<file path="src/hdl/tlpc_pkg.sv">
// ----------------------------------------------------------------------------
// tlpc_pkg: shared definitions for the pedestrian traffic light controller
// Widths, register indexes, reset durations, lamp words and the phase type.
// ----------------------------------------------------------------------------
package tlpc_pkg;

    localparam int DUR_W       = 14;
    localparam int LAMP_W      = 8;
    localparam int KEY_W       = 2;
    localparam int CFG_INDEX_W = 3;

    localparam int TICK_MS_DEFAULT = 500;

    localparam logic [DUR_W-1:0] ELAPSED_MAX = {DUR_W{1'b1}};

    // Configuration register indexes.
    localparam logic [CFG_INDEX_W-1:0] REG_RED_BEFORE_NS = 3'd0;
    localparam logic [CFG_INDEX_W-1:0] REG_NS_GREEN      = 3'd1;
    localparam logic [CFG_INDEX_W-1:0] REG_NS_YELLOW     = 3'd2;
    localparam logic [CFG_INDEX_W-1:0] REG_RED_BEFORE_EW = 3'd3;
    localparam logic [CFG_INDEX_W-1:0] REG_EW_GREEN      = 3'd4;
    localparam logic [CFG_INDEX_W-1:0] REG_EW_YELLOW     = 3'd5;

    // Reset durations in milliseconds.
    localparam logic [DUR_W-1:0] RST_RED_BEFORE_NS = 14'd500;
    localparam logic [DUR_W-1:0] RST_NS_GREEN      = 14'd6000;
    localparam logic [DUR_W-1:0] RST_NS_YELLOW     = 14'd2000;
    localparam logic [DUR_W-1:0] RST_RED_BEFORE_EW = 14'd500;
    localparam logic [DUR_W-1:0] RST_EW_GREEN      = 14'd6000;
    localparam logic [DUR_W-1:0] RST_EW_YELLOW     = 14'd2000;

    // Lamp words.
    localparam logic [LAMP_W-1:0] LAMP_RR     = 8'h24;
    localparam logic [LAMP_W-1:0] LAMP_GR     = 8'h21;
    localparam logic [LAMP_W-1:0] LAMP_YR     = 8'h22;
    localparam logic [LAMP_W-1:0] LAMP_RG     = 8'h0C;
    localparam logic [LAMP_W-1:0] LAMP_RY     = 8'h14;
    localparam logic [LAMP_W-1:0] LAMP_GR_PED = 8'h61;
    localparam logic [LAMP_W-1:0] LAMP_RG_PED = 8'h8C;

    typedef enum logic [5:0] {
        PH_RED_NS    = 6'b000001,
        PH_NS_GREEN  = 6'b000010,
        PH_NS_YELLOW = 6'b000100,
        PH_RED_EW    = 6'b001000,
        PH_EW_GREEN  = 6'b010000,
        PH_EW_YELLOW = 6'b100000
    } phase_t;

    // One accepted input beat as seen by the controller core.
    typedef struct packed {
        logic             valid;
        logic             tick;
        logic [KEY_W-1:0] key_edges;
    } item_t;

    // Configuration write as seen by the controller core.
    typedef struct packed {
        logic                   we;
        logic [CFG_INDEX_W-1:0] index;
        logic [DUR_W-1:0]       data;
    } cfg_wr_t;

endpackage

</file>
<file path="src/hdl/tlpc_core.sv">
// ----------------------------------------------------------------------------
// tlpc_core: phase sequencer of the pedestrian traffic light controller
// Holds the durations, phase, elapsed counter and requests; updates all but
// the durations on each accepted beat and presents the updated lamp word.
// ----------------------------------------------------------------------------
module tlpc_core
    import tlpc_pkg::*;
#(
    parameter int TICK_MS = TICK_MS_DEFAULT
)
(
    input  logic              clk,
    input  logic              rst_n,
    input  cfg_wr_t           cfg,
    input  item_t             item,
    output logic [LAMP_W-1:0] lamps_next
);

    localparam logic [DUR_W:0] TICK_INC = (DUR_W+1)'(TICK_MS);

    logic [DUR_W-1:0] dur_reg [6];
    phase_t           phase_reg,   phase_next;
    logic             ped_reg,     ped_next;
    logic [DUR_W-1:0] elapsed_reg, elapsed_next;
    logic             ns_req_reg,  ns_req_next;
    logic             ew_req_reg,  ew_req_next;

    logic [DUR_W:0]   sum;
    logic [DUR_W-1:0] dur_sel;

    always_ff @(posedge clk or negedge rst_n)
    begin
        if (!rst_n)
        begin
            dur_reg[0] <= RST_RED_BEFORE_NS;
            dur_reg[1] <= RST_NS_GREEN;
            dur_reg[2] <= RST_NS_YELLOW;
            dur_reg[3] <= RST_RED_BEFORE_EW;
            dur_reg[4] <= RST_EW_GREEN;
            dur_reg[5] <= RST_EW_YELLOW;
        end
        else if (cfg.we)
        begin
            case (cfg.index)
                REG_RED_BEFORE_NS: dur_reg[0] <= cfg.data;
                REG_NS_GREEN:      dur_reg[1] <= cfg.data;
                REG_NS_YELLOW:     dur_reg[2] <= cfg.data;
                REG_RED_BEFORE_EW: dur_reg[3] <= cfg.data;
                REG_EW_GREEN:      dur_reg[4] <= cfg.data;
                REG_EW_YELLOW:     dur_reg[5] <= cfg.data;
                default:           ;
            endcase
        end
    end

    always_comb
    begin
        ns_req_next  = ns_req_reg;
        ew_req_next  = ew_req_reg;
        elapsed_next = elapsed_reg;
        phase_next   = phase_reg;
        ped_next     = ped_reg;
        sum          = {1'b0, elapsed_reg} + TICK_INC;

        // A north-south edge wins when both keys arrive in the same beat.
        if (item.key_edges[0])
        begin
            ns_req_next = 1'b1;
        end
        else if (item.key_edges[1])
        begin
            ew_req_next = 1'b1;
        end

        if (item.tick)
        begin
            elapsed_next = sum[DUR_W] ? ELAPSED_MAX : sum[DUR_W-1:0];
        end

        case (phase_reg)
            PH_RED_NS:    dur_sel = dur_reg[0];
            PH_NS_GREEN:  dur_sel = dur_reg[1];
            PH_NS_YELLOW: dur_sel = dur_reg[2];
            PH_RED_EW:    dur_sel = dur_reg[3];
            PH_EW_GREEN:  dur_sel = dur_reg[4];
            PH_EW_YELLOW: dur_sel = dur_reg[5];
            default:      dur_sel = '0;
        endcase

        if (elapsed_next >= dur_sel)
        begin
            elapsed_next = '0;
            ped_next     = 1'b0;
            case (phase_reg)
                PH_RED_NS:
                begin
                    phase_next = PH_NS_GREEN;
                    if (ns_req_next)
                    begin
                        ped_next    = 1'b1;
                        ns_req_next = 1'b0;
                    end
                end
                PH_NS_GREEN:  phase_next = PH_NS_YELLOW;
                PH_NS_YELLOW: phase_next = PH_RED_EW;
                PH_RED_EW:
                begin
                    phase_next = PH_EW_GREEN;
                    if (ew_req_next)
                    begin
                        ped_next    = 1'b1;
                        ew_req_next = 1'b0;
                    end
                end
                PH_EW_GREEN:  phase_next = PH_EW_YELLOW;
                default:      phase_next = PH_RED_NS;
            endcase
        end

        case (phase_next)
            PH_NS_GREEN:  lamps_next = ped_next ? LAMP_GR_PED : LAMP_GR;
            PH_NS_YELLOW: lamps_next = LAMP_YR;
            PH_EW_GREEN:  lamps_next = ped_next ? LAMP_RG_PED : LAMP_RG;
            PH_EW_YELLOW: lamps_next = LAMP_RY;
            default:      lamps_next = LAMP_RR;
        endcase
    end

    always_ff @(posedge clk or negedge rst_n)
    begin
        if (!rst_n)
        begin
            phase_reg   <= PH_RED_NS;
            ped_reg     <= 1'b0;
            elapsed_reg <= '0;
            ns_req_reg  <= 1'b0;
            ew_req_reg  <= 1'b0;
        end
        else if (item.valid)
        begin
            phase_reg   <= phase_next;
            ped_reg     <= ped_next;
            elapsed_reg <= elapsed_next;
            ns_req_reg  <= ns_req_next;
            ew_req_reg  <= ew_req_next;
        end
    end

endmodule

</file>
<file path="src/hdl/traffic_light_ped_controller.sv">
// ----------------------------------------------------------------------------
// traffic_light_ped_controller: two-road traffic light with pedestrian keys
// Six-phase light sequencer driven by timer ticks, with latched pedestrian
// requests and configurable phase durations.
// ----------------------------------------------------------------------------
// Usage notes.
// The input channel carries one beat per event: a tick bit and two key edge
// bits. Each accepted beat produces exactly one output beat carrying the
// eight-bit lamp word of the phase that holds after that beat is applied.
// The controller state is updated in the cycle the input beat is accepted,
// and its lamp word is registered into the main output register, or into
// the skid register if that is stalled. A new beat can be accepted every
// cycle while in_stall is low, sustaining one beat per cycle.
// The output side has a main register and a skid register. If the receiver
// asserts out_stall, the next result drops into the skid register, and
// in_stall rises only once both hold a result. Results are never dropped.
// Reset (rst_n low, asynchronous) loads the default durations, puts the
// light in the all-red phase before north-south green, clears the elapsed
// counter and both requests, and empties the output registers.
// Durations are written through cfg_we, cfg_index and cfg_data while the
// block is idle, a rule on the user that the block does not enforce;
// indexes six and seven are ignored.
// ----------------------------------------------------------------------------
module traffic_light_ped_controller
    import tlpc_pkg::*;
#(
    parameter int TICK_MS = TICK_MS_DEFAULT
)
(
    input  logic                   clk,
    input  logic                   rst_n,
    input  logic                   cfg_we,
    input  logic [CFG_INDEX_W-1:0] cfg_index,
    input  logic [DUR_W-1:0]       cfg_data,
    input  logic                   in_valid,
    output logic                   in_stall,
    input  logic                   tick,
    input  logic [KEY_W-1:0]       key_edges,
    output logic                   out_valid,
    input  logic                   out_stall,
    output logic [LAMP_W-1:0]      lamps
);

    item_t             item;
    cfg_wr_t           cfg;
    logic [LAMP_W-1:0] lamps_next;

    logic              out_valid_reg;
    logic [LAMP_W-1:0] out_lamps_reg;
    logic              skid_valid_reg;
    logic [LAMP_W-1:0] skid_lamps_reg;
    logic              out_free;

    // The skid register being full is the only reason to hold off the sender.
    assign in_stall = skid_valid_reg;

    assign item.valid     = in_valid && !in_stall;
    assign item.tick      = tick;
    assign item.key_edges = key_edges;

    assign cfg.we    = cfg_we;
    assign cfg.index = cfg_index;
    assign cfg.data  = cfg_data;

    tlpc_core #(
        .TICK_MS (TICK_MS)
    ) u_core (
        .clk        (clk),
        .rst_n      (rst_n),
        .cfg        (cfg),
        .item       (item),
        .lamps_next (lamps_next)
    );

    // The main output register can take a new beat when it is empty or its
    // beat is being taken in this cycle.
    assign out_free = !out_valid_reg || !out_stall;

    always_ff @(posedge clk or negedge rst_n)
    begin
        if (!rst_n)
        begin
            out_valid_reg  <= 1'b0;
            skid_valid_reg <= 1'b0;
        end
        else
        begin
            if (skid_valid_reg)
            begin
                // No input is accepted while the skid register is full.
                if (out_free)
                begin
                    out_valid_reg  <= 1'b1;
                    skid_valid_reg <= 1'b0;
                end
            end
            else if (out_free)
            begin
                out_valid_reg <= item.valid;
            end
            else if (item.valid)
            begin
                skid_valid_reg <= 1'b1;
            end
        end
    end

    always_ff @(posedge clk)
    begin
        if (skid_valid_reg)
        begin
            if (out_free)
            begin
                out_lamps_reg <= skid_lamps_reg;
            end
        end
        else if (out_free)
        begin
            if (item.valid)
            begin
                out_lamps_reg <= lamps_next;
            end
        end
        else if (item.valid)
        begin
            skid_lamps_reg <= lamps_next;
        end
    end

    assign out_valid = out_valid_reg;
    assign lamps     = out_lamps_reg;

endmodule

</file>
<file path="config.mk">
export PLATFORM = sky130hd
export DESIGN_NAME = traffic_light_ped_controller
export DESIGN_NICKNAME = d
export VERILOG_FILES = /design/src/hdl/tlpc_pkg.sv /design/src/hdl/tlpc_core.sv /design/src/hdl/traffic_light_ped_controller.sv
export SDC_FILE = /design/constraint.sdc
export NUM_CORES = 1
export LEC_CHECK = 0
export BUFFER_PORTS_ARGS = -buffer_cell sky130_fd_sc_hd__buf_2
export CORE_UTILIZATION = 57
export CTS_CLUSTER_SIZE = 24
export DETAILED_ROUTE_END_ITERATION = 12
export HOLD_SLACK_MARGIN = 0.12
export PLACE_DENSITY_LB_ADDON = 0.1
export SLEW_MARGIN = 10
export SYNTH_ARGS = -nofsm -noshare
export SYNTH_HDL_FRONTEND = slang
export SYNTH_SLANG_ARGS = --single-unit
</file>
<file path="constraint.sdc">
create_clock -name clk -period 8.14 [get_ports clk]
set_input_delay 1.628 -clock clk [delete_from_list [all_inputs] [get_ports clk]]
set_output_delay 1.628 -clock clk [all_outputs]
set_load 0.02 [all_outputs]
</file>
==> metrics.md <==
| Metric | Value |
|---|---|
| Status | `finished clean` |
| Clk_lat worst skew | `0.53 ns` |
| Core area | `between 10000 and 15000 sq um` |
| Layout Nets | `~600` |
| Data required, critical path | `roughly 8.4 ns` |
| DRT iter0 DRCs | `around 240` |
| Vias in the first global route | `about 4.5k` |
| CTS tree | `done` |
| Top area cells in the synthesized netlist | `dfrtp_1, dfstp_2, mux2_2` |
| Post-Syn Area | `6410 sq um` |
| Reg area | `about 3300 sq um` |
| Worst Setup Start Kind | `primary input` |
| Period minus WS final | `around 4.6 ns` |
| Clk sinks | `between 100 and 150` |
| Clock share of power | `approximately a quarter` |
| Post-synthesis cell type count | `70` |
| Setup-failing EPs final | `0` |
| # IOs | `35` |
| Critical Path Source | `tick` |
| Max Transition Viols Final | `0` |
| Part of the power in combinational logic | `40.3%` |
| Multi-input logic area | `approximately 3000 sq um` |
| Crit share post-route | `56.3%` |
| CP endpoint kind | `flip-flop` |
| Clk_skew | `approximately 0.011 ns` |
| # rows | `38` |
| Switch share | `37.2%` |
| Fin Setup TNS | `0 ns` |
| Seq pwr share | `33.9%` |
| # Max-Cap Violations | `0` |
| Cts hold-fix bufs | `0` |
| Hold Path Class | `reg -> reg` |
| Leak | `just over 0.003 uW` |
| Vias | `approximately 4.5k` |
| Max reg flops | `84` |
| Total grt overflow | `0` |
| Die Area | `between 10000 and 15000 sq um` |
| Per-cell routed wire length | `between 20 and 25 microns` |
| Least-Margin Pin Slew | `about 1.0 ns` |
| Unrepaired setup endpoints after global routing | `false` |
| Residual DRC count | `0` |
| Clk slew on worst S/H paths | `0.06 ns` |
| CP max FO | `26` |
| Antenna violations before repair | `0` |
| Clock root cell | `clkbuf_8` |
| DIE HEIGHT | `~110 microns` |
| Ant diodes | `0` |
| Async S/R FF share, synth | `around 87%` |
| Finished Core Util | `roughly 67%` |
| Syn Area/Cell | `12.1 sq um` |
| Setup Fix Bufs, Post-CTS | `0` |
| Initial Utilization | `between 50% and 60%` |
| Syn Nets | `between 500 and 600` |
| PD cells | `around 380 nW/um^2` |
| Kind of critical path | `in -> reg` |
| Synth Warn # | `0` |
| Post-synth top area cell | `dfrtp_1` |
| Drt pass-1 iters | `7` |
| Max H-tree Level | `4` |
| Hpwl dp | `between 9 and 10 mm` |
| Fmax | `between 200 and 250 MHz` |
| Reg2reg start | `u_core.phase_reg[3]$_DFFE_PN0P_` |
| GRT Total Usage | `a little over a quarter` |
| Sequential share of the synthesized area | `50.8%` |
| Top_reg_cell synth | `dfrtp_1` |
| Final hold violations | `0` |
| Crit path DAT | `4.81 ns` |
| Cells after synthesis | `528` |
| Peak supply drop | `about 210 uV` |
| Slew HR | `slightly above 30%` |
| Routability Congestion | `about 0.9` |
| Post-CTS Resized | `0` |
| Largest net degree at the start of global routing | `just over 80` |
| First-pass GRT wire length | `between 20 and 25 mm` |
| DIE WIDTH | `roughly 110 microns` |
| Layout area overhead | `13.4%` |
| Share of cells above drive strength 1 | `about two fifths` |
| Sw power | `approximately 1000 uW` |
| Total Wirelength | `around 14 mm` |
| Num CTS Buffers | `17` |
| Port Buf Inserts | `34` |
| Antenna viol nets, final | `0` |
| Min-Delay Startpoint | `u_core.dur_reg[58]$_DFFE_PN0P_` |
| Clk buf depth | `2` |
| Fillers | `just over 800` |
| Pint | `about 1700 uW` |
| Area share of the largest cell type after synthesis | `a little over a quarter` |
| Flops & latches, synth | `between 100 and 150` |
| Post-synth EDFFs | `16` |
| Vias/cell | `~6.3` |
## per-stage QoR
stage | setup slack (ns) | hold slack (ns) | power, uW | area, sq um | std cells
final | 3.56 | 0.509 | 2760 | 7270 | 710
after global routing | 3.32 | 0.517 | 2930 | 7270 | 710
after CTS | 3.63 | 0.505 | 2770 | 7270 | 710
after detailed placement | 3.08 | 0.493 | 2040 | 6710 | 678
after global placement | 3.17 | 0.487 | 2000 | 6710 | 678
after floorplan | 3.69 | 0.454 | 1790 | 6410 | 528
## cells in the mapped netlist (all sizes together) (2+ instances only)
cell type,n
o22ai,2
a21o,4
a21boi,2
o211ai,9
a31o,3
o311ai,4
inv,9
nand3b,2
nor4bb,2
a2bb2oi,6
nand4b,4
a31oi,4
o21ai,9
a221o,3
dfrtp,70
and2,3
buf,20
and3,3
nand4,4
a211oi,3
dfstp,39
ha,15
xor2,3
xnor2,6
nor2,12
clkbuf,15
nand3,13
nand2b,4
edfxtp,16
nand2,41
mux2,92
a2111oi,2
or2,2
a21oi,24
a221oi,13
nor4,3
nor3b,4
a22oi,30
nor2b,6
or4,3
nor3,4
and3b,4
## area by class of cell
cell class / instances / share of cell area (%)
timing repair buffer: 45 / 3.51
multi-input combinational: 359 / 41.0
sequential: 125 / 44.8
inverter: 9 / 0.465
tap: 140 / 2.41
clock buffer: 20 / 6.28
clock inverter: 12 / 1.51
## worst paths after layout
path | end | cells after the start | slack [ns]
hold reg to reg | u_core.dur_reg[58]$_DFFE_PN0P_ | 1 | 0.51
max in group asynchronous | u_core.dur_reg[47]$_DFFE_PN0P_ | 2 | 5.79
hold / removal | u_core.dur_reg[58]$_DFFE_PN0P_ | 1 | 0.51
min in group asynchronous | u_core.dur_reg[28]$_DFFE_PN0P_ | 1 | 1.02
setup reg to reg | skid_lamps_reg[5]$_DFFE_PP_ | 10 | 3.73
setup / recovery | skid_lamps_reg[5]$_DFFE_PP_ | 12 | 3.56
## power groups by stage
stage	combinational, uW	sequential, uW	clock, uW
floorplan	868	925	0
global placement	1070	933	0
detailed placement	1100	940	0
CTS	1110	932	728
global route	1220	953	751
finish	1110	934	712
## cell families after synthesis
group | synth area share (%)
AOI/OAI and AO/OA | 14.8
DFF | 50.8
and+or+nand+nor | 10.6
buffers and inverters | 3.30
xor gates and xnor gates | 1.23
muxes | 16.3
adders and majority gates | 2.93
## per-layer routing
metal / global-route usage, % / vias up / wire (microns) / part of all wire [%]
li1: - / 2059 / - / -
met5: 0 / - / 0 / 0
met3: 6.09 / 13 / 532 / 3.7
met2: 44.9 / 102 / 7160 / 50
met4: 9.20 / 0 / 186 / 1.3
met1: 33.9 / 2307 / 6460 / 45
## critical path, stage by stage
cell and delay [ns]:
buf_2 0.22, and3_1 0.32, o311ai_4 0.17, or2_1 0.45, o211ai_1 0.20, ha_1 0.27, nand4_1 0.12, o21ai_1 0.14
a2111oi_4 0.36, buf_4 0.36, and2_1 0.43, a211oi_1 0.14
## placed cells by master, fill, tap and decap left out, types with 3 or more instances in the layout
master	Yosys	final
a221oi_1	13	13
nand4_1	4	4
xor2_1	3	3
clkbuf_16	0	17
xnor2_1	6	6
and2_1	3	3
nor2b_1	6	6
nand2b_1	4	4
mux2_1	4	4
o211ai_1	9	9
edfxtp_1	16	16
a22oi_1	30	30
a211oi_1	3	3
nand2_1	41	41
a31oi_1	4	4
inv_1	9	9
buf_2	13	33
or4_4	3	3
nand3_1	12	12
and3b_1	4	4
dfstp_2	39	39
nand4b_1	4	4
buf_4	4	12
a2bb2oi_1	6	6
a21o_1	4	4
dfrtp_1	70	70
o311ai_1	3	3
a21oi_1	23	23
o21ai_0	8	8
nor2_1	11	11
mux2_2	88	88
a221o_1	3	3
ha_1	15	15
nor4_1	3	3
clkinv_2	0	3
Note: power is estimated with default switching activity, not from simulation.
